### config.mk
export PLATFORM = sky130hd
export DESIGN_NAME = nv12_pixel_format_converter
export DESIGN_NICKNAME = d
export VERILOG_FILES = /design/src/rtl/nv12pfc_pkg.sv /design/src/rtl/nv12_pixel_format_converter.sv /design/src/rtl/nv12pfc_chroma.sv /design/src/rtl/nv12pfc_lane.sv /design/src/rtl/nv12pfc_merge.sv
export VERILOG_INCLUDE_DIRS = /design/src /design/src/rtl
export SDC_FILE = /design/constraint.sdc
export NUM_CORES = 1
export LEC_CHECK = 0
export BUFFER_PORTS_ARGS = -buffer_cell sky130_fd_sc_hd__buf_2
export CORE_MARGIN = 3
export CORE_UTILIZATION = 41
export DETAILED_ROUTE_END_ITERATION = 6
export PLACE_DENSITY_LB_ADDON = 0.3
export SYNTH_ARGS = -nofsm -noshare
export SYNTH_HDL_FRONTEND = slang
export SYNTH_SLANG_ARGS = --single-unit
### constraint.sdc
create_clock -name i_clk -period 19.3 [get_ports i_clk]
set_clock_uncertainty 0.2 [all_clocks]
set_input_delay 1.93 -clock i_clk [delete_from_list [all_inputs] [get_ports i_clk]]
set_output_delay 1.93 -clock i_clk [all_outputs]
set_load 0.03 [all_outputs]
### src/rtl/assert_macros.svh
// Assertion macros shared by the converter RTL.
`ifndef ASSERT_MACROS_SVH
`define ASSERT_MACROS_SVH
`ifndef SYNTHESIS
`define ASSERT_IMPLIES(label, clk, rst_n, ante, cons) \
    label: assert property (@(posedge clk) disable iff (!(rst_n)) (ante) |-> (cons)) \
        else $error("assertion failed: same-cycle implication");
`define ASSERT_NEXT(label, clk, rst_n, ante, cons) \
    label: assert property (@(posedge clk) disable iff (!(rst_n)) (ante) |=> (cons)) \
        else $error("assertion failed: next-cycle implication");
`else
`define ASSERT_IMPLIES(label, clk, rst_n, ante, cons)
`define ASSERT_NEXT(label, clk, rst_n, ante, cons)
`endif
`endif

### src/rtl/nv12pfc_pkg.sv
// Types and constants of the NV12 pixel format converter.
package nv12pfc_pkg;

    typedef enum logic [1:0] {
        FMT_ARGB   = 2'd0,
        FMT_RGBA   = 2'd1,
        FMT_UYVY   = 2'd2,
        FMT_PLANAR = 2'd3
    } t_fmt;

    localparam logic [0:0] CFG_OUT_FORMAT  = 1'b0;
    localparam logic [0:0] CFG_ALPHA_VALUE = 1'b1;

    localparam logic [7:0] ALPHA_RESET = 8'hFF;
    localparam logic [7:0] BYTE_MAX    = 8'hFF;

    localparam logic signed [8:0]  LUMA_OFFSET   = 9'sd16;
    localparam logic signed [8:0]  CHROMA_OFFSET = 9'sd128;
    localparam logic signed [17:0] COEF_Y   = 18'sd298;
    localparam logic signed [17:0] COEF_RV  = 18'sd409;
    localparam logic signed [17:0] COEF_GU  = 18'sd100;
    localparam logic signed [17:0] COEF_GV  = 18'sd208;
    localparam logic signed [17:0] COEF_BU  = 18'sd516;
    localparam logic signed [18:0] ROUND_HALF = 19'sd128;

    typedef struct packed {
        logic signed [17:0] r_term;
        logic signed [17:0] g_term;
        logic signed [17:0] b_term;
    } t_chroma_terms;

    typedef struct packed {
        logic [7:0] r;
        logic [7:0] g;
        logic [7:0] b;
    } t_rgb;

    typedef struct packed {
        logic [7:0] y0;
        logic [7:0] y1;
        logic [7:0] u;
        logic [7:0] v;
    } t_yuv;

    typedef struct packed {
        logic row_last;
        logic frame_last;
        logic even_row;
    } t_ctl;

endpackage

### src/rtl/nv12_pixel_format_converter.sv
// Top level of the NV12 pixel format converter.
//
// The input channel (i_valid, o_stall) carries one horizontal pixel pair per
// item: two luma bytes, the shared Cb and Cr bytes and the row and frame end
// markers. The output channel (o_valid, i_stall) returns one result item for
// each input item, in order, as ARGB, RGBA, packed UYVY or planar words.
// Throughput is one pixel pair per clock while the output is not stalled.
// After acceptance, the product stage registers the luma and chroma
// products; the output register then holds the summed, clamped and packed
// result and drives o_valid. The product stage and the output register each
// hold one item and move whenever the stage after them is empty or is being
// emptied, so the block keeps taking items while a result waits, until both
// stages are full. If the receiver stalls, the output register holds its
// result and o_stall rises once the product stage is also occupied.
// The synchronous active-low reset empties the pipeline, selects ARGB with an
// alpha of 255 and marks the next row as even. Configuration writes are to be
// made only while the block is idle; the block itself does not enforce this.
`include "assert_macros.svh"

module nv12_pixel_format_converter (
    input  logic        i_clk,
    input  logic        i_rst_n,
    input  logic        i_cfg_wr_en,
    input  logic [0:0]  i_cfg_index,
    input  logic [7:0]  i_cfg_data,
    input  logic        i_valid,
    output logic        o_stall,
    input  logic [7:0]  i_luma0,
    input  logic [7:0]  i_luma1,
    input  logic [7:0]  i_chroma_u,
    input  logic [7:0]  i_chroma_v,
    input  logic        i_row_last,
    input  logic        i_frame_last,
    output logic        o_valid,
    input  logic        i_stall,
    output logic [31:0] o_first_word,
    output logic [31:0] o_second_word,
    output logic [1:0]  o_word_count,
    output logic        o_chroma_valid,
    output logic        o_row_done,
    output logic        o_frame_done
);

    nv12pfc_pkg::t_fmt          r_out_format;
    logic [7:0]                 r_alpha_value;
    logic                       r_odd_row;
    logic                       r_p_valid;
    logic                       r_o_valid;
    nv12pfc_pkg::t_yuv          r_p_yuv;
    nv12pfc_pkg::t_ctl          r_p_ctl;
    logic                       en_p;
    logic                       en_o;
    logic                       accept;
    nv12pfc_pkg::t_chroma_terms chroma_terms;
    nv12pfc_pkg::t_rgb          px0;
    nv12pfc_pkg::t_rgb          px1;

    assign en_o    = !r_o_valid || !i_stall;
    assign en_p    = !r_p_valid || en_o;
    assign accept  = i_valid && en_p;
    assign o_stall = !en_p;
    assign o_valid = r_o_valid;

    always_ff @(posedge i_clk) begin
        if (!i_rst_n) begin
            r_out_format  <= nv12pfc_pkg::FMT_ARGB;
            r_alpha_value <= nv12pfc_pkg::ALPHA_RESET;
        end else if (i_cfg_wr_en) begin
            if (i_cfg_index == nv12pfc_pkg::CFG_OUT_FORMAT) begin
                r_out_format <= nv12pfc_pkg::t_fmt'(i_cfg_data[1:0]);
            end
            if (i_cfg_index == nv12pfc_pkg::CFG_ALPHA_VALUE) begin
                r_alpha_value <= i_cfg_data;
            end
        end
    end

    always_ff @(posedge i_clk) begin
        if (!i_rst_n) begin
            r_odd_row <= 1'b0;
            r_p_valid <= 1'b0;
            r_o_valid <= 1'b0;
        end else begin
            if (accept) begin
                if (i_frame_last) begin
                    r_odd_row <= 1'b0;
                end else if (i_row_last) begin
                    r_odd_row <= !r_odd_row;
                end
            end
            if (en_p) begin
                r_p_valid <= i_valid;
            end
            if (en_o) begin
                r_o_valid <= r_p_valid;
            end
        end
    end

    always_ff @(posedge i_clk) begin
        if (en_p) begin
            r_p_yuv <= '{y0: i_luma0, y1: i_luma1, u: i_chroma_u, v: i_chroma_v};
            r_p_ctl <= '{row_last: i_row_last, frame_last: i_frame_last,
                         even_row: !r_odd_row};
        end
    end

    nv12pfc_chroma u_chroma (
        .i_clk      (i_clk),
        .i_load     (en_p),
        .i_chroma_u (i_chroma_u),
        .i_chroma_v (i_chroma_v),
        .o_terms    (chroma_terms)
    );

    nv12pfc_lane u_lane0 (
        .i_clk   (i_clk),
        .i_load  (en_p),
        .i_luma  (i_luma0),
        .i_terms (chroma_terms),
        .o_rgb   (px0)
    );

    nv12pfc_lane u_lane1 (
        .i_clk   (i_clk),
        .i_load  (en_p),
        .i_luma  (i_luma1),
        .i_terms (chroma_terms),
        .o_rgb   (px1)
    );

    nv12pfc_merge u_merge (
        .i_clk          (i_clk),
        .i_load         (en_o && r_p_valid),
        .i_fmt          (r_out_format),
        .i_alpha        (r_alpha_value),
        .i_px0          (px0),
        .i_px1          (px1),
        .i_yuv          (r_p_yuv),
        .i_ctl          (r_p_ctl),
        .o_first_word   (o_first_word),
        .o_second_word  (o_second_word),
        .o_word_count   (o_word_count),
        .o_chroma_valid (o_chroma_valid),
        .o_row_done     (o_row_done),
        .o_frame_done   (o_frame_done)
    );

    `ASSERT_NEXT(a_frame_end_even, i_clk, i_rst_n, accept && i_frame_last, !r_odd_row)
    `ASSERT_IMPLIES(a_rgb_two_words, i_clk, i_rst_n, o_valid && (r_out_format == nv12pfc_pkg::FMT_ARGB || r_out_format == nv12pfc_pkg::FMT_RGBA), o_word_count == 2'd2)
    `ASSERT_IMPLIES(a_yuv_one_word, i_clk, i_rst_n, o_valid && (r_out_format == nv12pfc_pkg::FMT_UYVY || r_out_format == nv12pfc_pkg::FMT_PLANAR), o_word_count == 2'd1 && o_second_word == 32'd0)
    `ASSERT_IMPLIES(a_chroma_planar_only, i_clk, i_rst_n, o_valid && o_chroma_valid, r_out_format == nv12pfc_pkg::FMT_PLANAR)

endmodule

### src/rtl/nv12pfc_chroma.sv
// Shared chroma term unit: registers the Cb and Cr products used by both lanes.
module nv12pfc_chroma (
    input  logic                          i_clk,
    input  logic                          i_load,
    input  logic [7:0]                    i_chroma_u,
    input  logic [7:0]                    i_chroma_v,
    output nv12pfc_pkg::t_chroma_terms    o_terms
);

    logic signed [8:0]  d9;
    logic signed [8:0]  e9;
    logic signed [17:0] d18;
    logic signed [17:0] e18;
    nv12pfc_pkg::t_chroma_terms n_terms;
    nv12pfc_pkg::t_chroma_terms r_terms;

    always_comb begin
        d9 = $signed({1'b0, i_chroma_u}) - nv12pfc_pkg::CHROMA_OFFSET;
        e9 = $signed({1'b0, i_chroma_v}) - nv12pfc_pkg::CHROMA_OFFSET;
        d18 = 18'(d9);
        e18 = 18'(e9);
        n_terms.r_term = e18 * nv12pfc_pkg::COEF_RV;
        n_terms.g_term = -(d18 * nv12pfc_pkg::COEF_GU) - (e18 * nv12pfc_pkg::COEF_GV);
        n_terms.b_term = d18 * nv12pfc_pkg::COEF_BU;
    end

    always_ff @(posedge i_clk) begin
        if (i_load) begin
            r_terms <= n_terms;
        end
    end

    assign o_terms = r_terms;

endmodule

### src/rtl/nv12pfc_lane.sv
// One pixel lane: registers the luma product, then adds chroma terms and clamps.
module nv12pfc_lane (
    input  logic                          i_clk,
    input  logic                          i_load,
    input  logic [7:0]                    i_luma,
    input  nv12pfc_pkg::t_chroma_terms    i_terms,
    output nv12pfc_pkg::t_rgb             o_rgb
);

    logic signed [8:0]  c9;
    logic signed [17:0] n_luma_term;
    logic signed [17:0] r_luma_term;
    logic signed [18:0] sum_r;
    logic signed [18:0] sum_g;
    logic signed [18:0] sum_b;

    function automatic logic [7:0] sat_byte(input logic signed [18:0] acc);
        logic [7:0] res;
        if (acc[18]) begin
            res = 8'd0;
        end else if (acc[17] || acc[16]) begin
            res = nv12pfc_pkg::BYTE_MAX;
        end else begin
            res = acc[15:8];
        end
        return res;
    endfunction

    always_comb begin
        c9 = $signed({1'b0, i_luma}) - nv12pfc_pkg::LUMA_OFFSET;
        n_luma_term = 18'(c9) * nv12pfc_pkg::COEF_Y;
    end

    always_ff @(posedge i_clk) begin
        if (i_load) begin
            r_luma_term <= n_luma_term;
        end
    end

    always_comb begin
        sum_r = 19'(r_luma_term) + 19'(i_terms.r_term) + nv12pfc_pkg::ROUND_HALF;
        sum_g = 19'(r_luma_term) + 19'(i_terms.g_term) + nv12pfc_pkg::ROUND_HALF;
        sum_b = 19'(r_luma_term) + 19'(i_terms.b_term) + nv12pfc_pkg::ROUND_HALF;
        o_rgb.r = sat_byte(sum_r);
        o_rgb.g = sat_byte(sum_g);
        o_rgb.b = sat_byte(sum_b);
    end

endmodule

### src/rtl/nv12pfc_merge.sv
// Merge stage: packs the lane results or the raw samples into the output register.
module nv12pfc_merge (
    input  logic                  i_clk,
    input  logic                  i_load,
    input  nv12pfc_pkg::t_fmt     i_fmt,
    input  logic [7:0]            i_alpha,
    input  nv12pfc_pkg::t_rgb     i_px0,
    input  nv12pfc_pkg::t_rgb     i_px1,
    input  nv12pfc_pkg::t_yuv     i_yuv,
    input  nv12pfc_pkg::t_ctl     i_ctl,
    output logic [31:0]           o_first_word,
    output logic [31:0]           o_second_word,
    output logic [1:0]            o_word_count,
    output logic                  o_chroma_valid,
    output logic                  o_row_done,
    output logic                  o_frame_done
);

    logic [7:0]  alpha;
    logic [31:0] n_first_word;
    logic [31:0] n_second_word;
    logic [1:0]  n_word_count;
    logic        n_chroma_valid;
    logic [31:0] r_first_word;
    logic [31:0] r_second_word;
    logic [1:0]  r_word_count;
    logic        r_chroma_valid;
    logic        r_row_done;
    logic        r_frame_done;

    always_comb begin
        alpha = (i_alpha == 8'd0) ? nv12pfc_pkg::BYTE_MAX : i_alpha;
        n_first_word   = 32'd0;
        n_second_word  = 32'd0;
        n_word_count   = 2'd1;
        n_chroma_valid = 1'b0;
        case (i_fmt)
            nv12pfc_pkg::FMT_ARGB: begin
                n_first_word  = {alpha, i_px0.r, i_px0.g, i_px0.b};
                n_second_word = {alpha, i_px1.r, i_px1.g, i_px1.b};
                n_word_count  = 2'd2;
            end
            nv12pfc_pkg::FMT_RGBA: begin
                n_first_word  = {i_px0.r, i_px0.g, i_px0.b, alpha};
                n_second_word = {i_px1.r, i_px1.g, i_px1.b, alpha};
                n_word_count  = 2'd2;
            end
            nv12pfc_pkg::FMT_UYVY: begin
                n_first_word = {i_yuv.u, i_yuv.y0, i_yuv.v, i_yuv.y1};
            end
            default: begin
                n_first_word   = {i_yuv.y0, i_yuv.y1, i_yuv.u, i_yuv.v};
                n_chroma_valid = i_ctl.even_row;
            end
        endcase
    end

    always_ff @(posedge i_clk) begin
        if (i_load) begin
            r_first_word   <= n_first_word;
            r_second_word  <= n_second_word;
            r_word_count   <= n_word_count;
            r_chroma_valid <= n_chroma_valid;
            r_row_done     <= i_ctl.row_last;
            r_frame_done   <= i_ctl.frame_last;
        end
    end

    assign o_first_word   = r_first_word;
    assign o_second_word  = r_second_word;
    assign o_word_count   = r_word_count;
    assign o_chroma_valid = r_chroma_valid;
    assign o_row_done     = r_row_done;
    assign o_frame_done   = r_frame_done;

endmodule
Yosys cells after proc, flatten, opt, wreduce, memory -nomap -nowiden
Index checks and enable logic that the tools add are counted.
W data, S select, Z words.
{"block": "word_totals", "regBits": 203, "latch_bits": 0, "ramBits": 0, "mem_bits_ro": 0, "out_inout_bits": 71, "mem_count": 0}
{"block": "op_classes", "n_addsub": 18, "n_mul": 6, "n_div": 0, "magnitude_cmp": 0, "eq_ne": 2, "shift": 0, "mux": 18, "n_bitwise": 1, "reduce_logical": 23}
{"operator": "$add A18 B18 Y19", "count": 6}
{"operator": "$add A19 B9 Y19 const B", "count": 6}
{"operator": "$mux W8", "count": 13}
{"operator": "$pmux W32 S3", "count": 1}
{"operator": "$pmux W32 S2", "count": 1}
{"operator": "$mul A9 B9 Y17 const B", "count": 2}
{"operator": "$mul A9 B10 Y18 const B", "count": 1}
{"operator": "$neg A18 Y18", "count": 1}
{"operator": "$sub A18 B18 Y18", "count": 1}
{"operator": "$sub A8 B5 Y9 const B", "count": 2}
{"operator": "$sub A8 B8 Y9 const B", "count": 2}
{"operator": "$mul A9 B9 Y16 const B", "count": 1}
{"operator": "$mul A9 B6 Y15 const B", "count": 1}
{"operator": "$mul A9 B5 Y14 const B", "count": 1}
{"operator": "$logic_not A8 Y1", "count": 1}
{"operator": "$logic_or A1 B1 Y1", "count": 8}
{"operator": "$reduce_and A2 Y1", "count": 3}
{"operator": "$logic_not A1 Y1", "count": 5}
{"operator": "$reduce_or A3 Y1", "count": 1}
{"operator": "$eq A2 B1 Y1 const B", "count": 1}
{"operator": "$eq A2 B2 Y1 const B", "count": 1}
{"operator": "$logic_and A1 B1 Y1", "count": 2}
{"operator": "$logic_not A2 Y1", "count": 1}
{"operator": "$mux W1", "count": 2}
{"operator": "4 further kinds", "count": 4}

Depth between registers and ports, before layout
{"block": "depth", "depth_word": 6, "ltp_mapped": 21}

Cells and area by module
Synthesis repeated with hierarchy kept, for this count alone.
{"block": "hier_totals", "hier_cells": 1849, "area_unflattened_um2": 19502.5}
{"module": "nv12pfc_chroma", "n_inst": 1, "cells_each": 543, "area_each_um2": 5706.7, "seq_area_each_um2": 1471.4}
{"module": "nv12pfc_lane (u_lane0)", "n_inst": 1, "cells_each": 482, "area_each_um2": 4375.4, "seq_area_each_um2": 510.5}
{"module": "nv12pfc_lane (u_lane1)", "n_inst": 1, "cells_each": 453, "area_each_um2": 4141.5, "seq_area_each_um2": 510.5}
{"module": "nv12pfc_merge", "n_inst": 1, "cells_each": 277, "area_each_um2": 3717.3, "seq_area_each_um2": 2072.0}
{"module": "nv12_pixel_format_converter", "n_inst": 1, "cells_each": 94, "area_each_um2": 1561.5, "seq_area_each_um2": 1311.3}

Worst setup path before layout
OpenSTA, ideal clock, no wires.
{"block": "synth_timing", "kind": "input-to-reg", "start": "in i_stall", "end": "reg u_merge.r_chroma_valid (netlist: u_merge.o_chroma_valid), enable pin", "t_arrival_ps": 6957, "t_required_ps": 18499, "setup_slack_ps": 11542, "path_stages": 1, "path_buffers": 0, "cell_sequence": "a21boi_0"}
{"block": "synth_via", "elab_chain_len": 3}
{"element": "start: declaration", "line": "nv12_pixel_format_converter.sv:35", "text": "input logic i_stall,"}
{"element": "$logic_not A1 Y1", "line": "nv12_pixel_format_converter.sv:58", "text": "assign en_o = !r_o_valid || !i_stall;"}
{"element": "$logic_or A1 B1 Y1", "line": "nv12_pixel_format_converter.sv:58"}
{"element": "$logic_and A1 B1 Y1", "line": "nv12_pixel_format_converter.sv:134", "text": ".i_load (en_o && r_p_valid),"}
{"element": "end signal: assignment", "line": "nv12pfc_merge.sv:63", "text": "r_chroma_valid <= n_chroma_valid;"}
{"element": "end: declaration", "line": "nv12pfc_merge.sv:27", "text": "logic r_chroma_valid;"}
No other way between the ends.
A chain may end at the register's enable or synchronous reset.

Final worst setup path
{"block": "layout_timing", "start": "in i_luma1[4]", "end": "reg u_lane1.r_luma_term[16], data pin"}
{"block": "layout_via", "elab_chain_len": 2}
{"element": "start: declaration", "line": "nv12_pixel_format_converter.sv:29", "text": "input logic [7:0] i_luma1,"}
{"element": "$sub A8 B5 Y9", "line": "nv12pfc_lane.sv:30", "text": "c9 = $signed({1'b0, i_luma}) - nv12pfc_pkg::LUMA_OFFSET;"}
{"element": "$mul A9 B9 Y17", "line": "nv12pfc_lane.sv:31", "text": "n_luma_term = 18'(c9) * nv12pfc_pkg::COEF_Y;"}
{"element": "named net u_lane1.n_luma_term[16]", "line": "nv12pfc_lane.sv:11", "text": "logic signed [17:0] n_luma_term;"}
{"element": "end signal: assignment", "line": "nv12pfc_lane.sv:36", "text": "r_luma_term <= n_luma_term;"}
{"element": "end: declaration", "line": "nv12pfc_lane.sv:12", "text": "logic signed [17:0] r_luma_term;"}
The timed path passes the listed nets, and every way through them passes these cells.

==> summary.md <==
| Metric | Value |
|---|---|
| Core Box Area | `42400 um^2` |
| Worst Hold Depth | `0` |
| Outcome | `finished, final reports clean` |
| Xor and xnor fraction of the mapped netlist area | `6.09%` |
| Critical Path AT | `7.12 ns` |
| Min Clock Period, post-route | `7.00 ns` |
| Die H | `214 um` |
| P&R area growth vs syn | `10.2%` |
| Max incr delay on CP | `1.02 ns` |
| Worst hold start | `r_p_ctl[2]$_DFFE_PN_` |
| Total grt overflow | `0` |
| Fin crit share | `36.3%` |
| Worst VDD drop | `~76 uV` |
| PD cells | `174 nW/um^2` |
| Synth Area in Compound Gates | `14.2%` |
| Cells after Synth | `1743` |
| Fin. Hold Viols | `0` |
| Largest family of logic cells by synthesized area | `adder cells` |
| Post-synth top area share | `29.2%` |
| Final Total Pwr | `3410 uW` |
| Logic pwr share | `between 60% and 70%` |
| Initial core utilization | `41.9%` |
| WHS | `around 0.22 ns` |
| Fmax | `143 MHz` |
| CTS resizes | `0` |
| Multiplexer share of the synthesized area | `0.296%` |
| Routed WL per cell | `18.8 um` |
| Hold buffers post-CTS | `0` |
| RSZ-0062 raised after global routing | `false` |
| Global-route wire length before repair | `71700 um` |
| RR Startpoint | `r_p_yuv[2]$_DFFE_PN_` |
| Diode count | `0` |
| Setup slack, reg-to-reg | `14.96 ns` |
| Leakage power | `0.00925 uW` |
| Postcts setup bufs | `0` |
| Setup TNS | `0 ns` |
| Synth Area in Simple Gates | `9.68%` |
| Clk buf depth | `2` |
| Clock share of power | `9.7%` |
| Drt via density | `5.44` |
| Dpl hpwl | `38500 um` |
| Crit-path slowest cell | `nor3b_1` |
| P_sw | `1670 uW` |
| Internal power | `1740 uW` |
| Vias in the first global route | `13070` |
| Metal2 WL | `around 21000 um` |
| CTS Root Cell | `clkbuf_16` |
| Max-slew violations | `0` |
| TritonCTS clock tree | `built` |
| CP Max Fanout | `9` |
| Number of synthesized flops with an enable pin | `173` |
| Die width | `around 210 um` |
| Critical path startpoint category | `input port` |
| Synth cell types | `69` |
| FP Rows | `75` |
| Worst Tran Pin Value | `1.26 ns` |
| Required time worst endpoint | `just under 20 ns` |
| Via count | `13305` |
| Mapped Area | `17800 um^2` |
| Register bit total from synthesis | `186` |
| Clk Latency, worst-skew pair | `0.46 ns` |
| Sw Ratio | `49.0%` |
| Routed Antenna Nets | `0` |
| Io pins | `approximately 120` |
| Top Layer Used | `met4` |
| Routed wire length | `between 40000 and 50000 um` |
| CP Cell Sequence | `buf_2 > inv_1 > ha_1 > nor3b_1 > ha_1 > ha_1 > inv_1 > fa_1 > fa_1 > inv_1 > ha_1 > o21ai_0 > a21boi_0 > o21ai_0 > a21boi_0 > o21ai_0 > nand2b_1 > a2111oi_0 > nand4b_1` |
| First DRT Iteration DRCs | `971` |
| Met3 WL | `2510 um` |
| Relative slew slack | `15.7%` |
| Kind of end point of the critical path | `flip-flop` |
| Synth async-reset ratio | `0%` |
| Buffers on Ports | `118` |
| Sequential area share after synthesis | `between 30% and 40%` |
| Worst min path class | `flip-flop to flip-flop` |
| M1 WL | `~21000 um` |
| Inserted Clock Buffers | `17` |
| Post-synth top flop | `edfxtp_1` |
| GRT Util Overall | `20.0%` |
| Ys Warns | `0` |
| DR pass1 iterations | `5` |
| Die Area | `between 40000 and 50000 um^2` |
| Endpoint, Worst Hold | `u_merge.o_row_done$_DFFE_PP_` |
| Worst Reg2Reg Path Length in Cells | `11` |
| DRC Markers | `0` |
| Final Net Count | `2362` |
| Setup Viol. Count Final | `0` |
| Adder-Cell Fraction of Synth Area | `34.2%` |
| Antenna violations before repair | `0` |
| Clock-pin slew on the worst setup and hold paths | `0.07 ns` |
| Syn Area/Cell | `between 10 and 15 um^2` |
| Syn Nets | `2247` |
| Layout cells sized above 1 | `just over 9%` |
| H-tree depth | `4` |
| Largest area contributor in the netlist | `edfxtp_1` |
| Seq pwr share | `around 22%` |
| Reg-to-Reg End | `u_merge.o_first_word[16]$_DFFE_PP_` |
| Ranking of synthesized cells by area | `edfxtp_1, ha_1, fa_1` |
| RD Place Congestion | `1.03` |
| CP dominant cell by count | `ha_1` |
| Maximum number of pins on one net before global-route repair | `73` |
| Max_cap viols | `0` |
| CTS sink cnt | `between 150 and 200` |
| Crit Path Category | `input port to flip-flop` |
==> metrics by stage <==
stage	instance area (um^2)	utilization, %	cells	setup WS [ns]
global route	19600	46.2	2448	11.83
floorplan	17800	-	1743	11.54
finish	19600	46.2	2448	12.30
detailed placement	19000	44.9	2416	11.90
CTS	19600	46.2	2448	12.35
global placement	19000	44.9	2416	12.12
==> worst max-delay path by stage <==
| stage | to | start | slack [ns] | cells after the start |
|---|---|---|---|---|
| floorplan | u_merge.o_chroma_valid$_SDFFCE_PN0P_ | i_stall | 11.54 | 1 |
| global placement | u_lane1.r_luma_term[16]$_DFFE_PN_ | i_luma1[4] | 12.12 | 19 |
| detailed placement | u_lane1.r_luma_term[16]$_DFFE_PN_ | i_luma1[4] | 11.90 | 19 |
| CTS | u_lane1.r_luma_term[16]$_DFFE_PN_ | i_luma1[4] | 12.35 | 19 |
| global route | u_lane1.r_luma_term[16]$_DFFE_PN_ | i_luma1[4] | 11.83 | 19 |
| finish | u_lane1.r_luma_term[16]$_DFFE_PN_ | i_luma1[4] | 12.30 | 19 |
==> synth_stat cells (all sizes together), types with 4 or more instances <==
cell type and n:
a211o 7, a211oi 8, a21boi 14, a21o 32, a21oi 99, a31oi 15, a32oi 4, and2 7
and3 12, clkbuf 24, dfxtp 13, edfxtp 173, fa 49, ha 407, inv 201, nand2 82
nand2b 17, nand3 33, nand4 11, nor2 126, nor2b 23, nor3 29, nor3b 4, o2111ai 4
o211ai 5, o21a 25, o21ai 69, o21bai 12, o221ai 10, o22ai 23, o31ai 7, o32ai 18
or2 6, or4 4, xnor2 76, xor2 44
==> final cells by class <==
type | instances | area, um^2
inverter | 201 | 754
clock buffer | 20 | 457
sequential | 186 | 5460
fill | 3989 | 22800
clock inverter | 12 | 92.6
timing repair buffer | 123 | 628
tap | 577 | 722
multi-input combinational | 1329 | 11500
==> placed cells by master, fill, tap and decap left out, drive strengths merged, types with 12 or more instances in the layout <==
| cell type | n |
|---|---|
| ha | 407 |
| inv | 204 |
| edfxtp | 173 |
| nor2 | 126 |
| buf | 123 |
| a21oi | 99 |
| nand2 | 82 |
| xnor2 | 76 |
| o21ai | 69 |
| fa | 49 |
| xor2 | 44 |
| nand3 | 33 |
| a21o | 32 |
| nor3 | 29 |
| o21a | 25 |
| nor2b | 23 |
| o22ai | 23 |
| clkbuf | 20 |
| o32ai | 18 |
| nand2b | 17 |
| a31oi | 15 |
| a21boi | 14 |
| dfxtp | 13 |
| o21bai | 12 |
| and3 | 12 |
==> critical path, delay by kind of cell <==
kind,cells,cell delay (ns)
AOI/OAI and AO/OA,6,1.23
buffers and inverters,4,0.40
and+or+nand+nor,3,1.31
adders and majority gates,6,2.25
==> flip-flops by register name (all words and copies together) (netlist names) <==
name,count
o_valid,1
r_alpha_value,8
r_odd_row,1
r_out_format,2
r_p_ctl,3
r_p_valid,1
r_p_yuv,32
u_chroma.o_terms,39
u_lane0.r_luma_term,15
u_lane1.r_luma_term,15
u_merge.o_chroma_valid,1
u_merge.o_first_word,32
u_merge.o_frame_done,1
u_merge.o_row_done,1
u_merge.o_second_word,32
u_merge.o_word_count,2
==> logic make-up (layout without fill, tap and decap cells) <==
kind of cell / count (synthesis) / count (layout)
AOI/OAI and AO/OA: 382 / 382
and+or+nand+nor: 365 / 365
muxes: 5 / 5
DFF: 186 / 186
xor gates and xnor gates: 121 / 121
buffers and inverters: 228 / 356
adders and majority gates: 456 / 456
==> routing by layer <==
layer  vias up  global-route usage (%)
li1       6541                       -
met1      6296                    27.0
met2       389                    32.0
met3        79                    3.23
met4         0                    8.23
met5         -                       0
==> power by group through the flow <==
stage	clock, uW	sequential, uW	combinational, uW
finish	331	733	2350
global route	356	740	2620
CTS	338	733	2320
detailed placement	0	741	2310
global placement	0	741	2260
floorplan	0	758	1660
No activity file was read; power rests on OpenSTA's default activity.
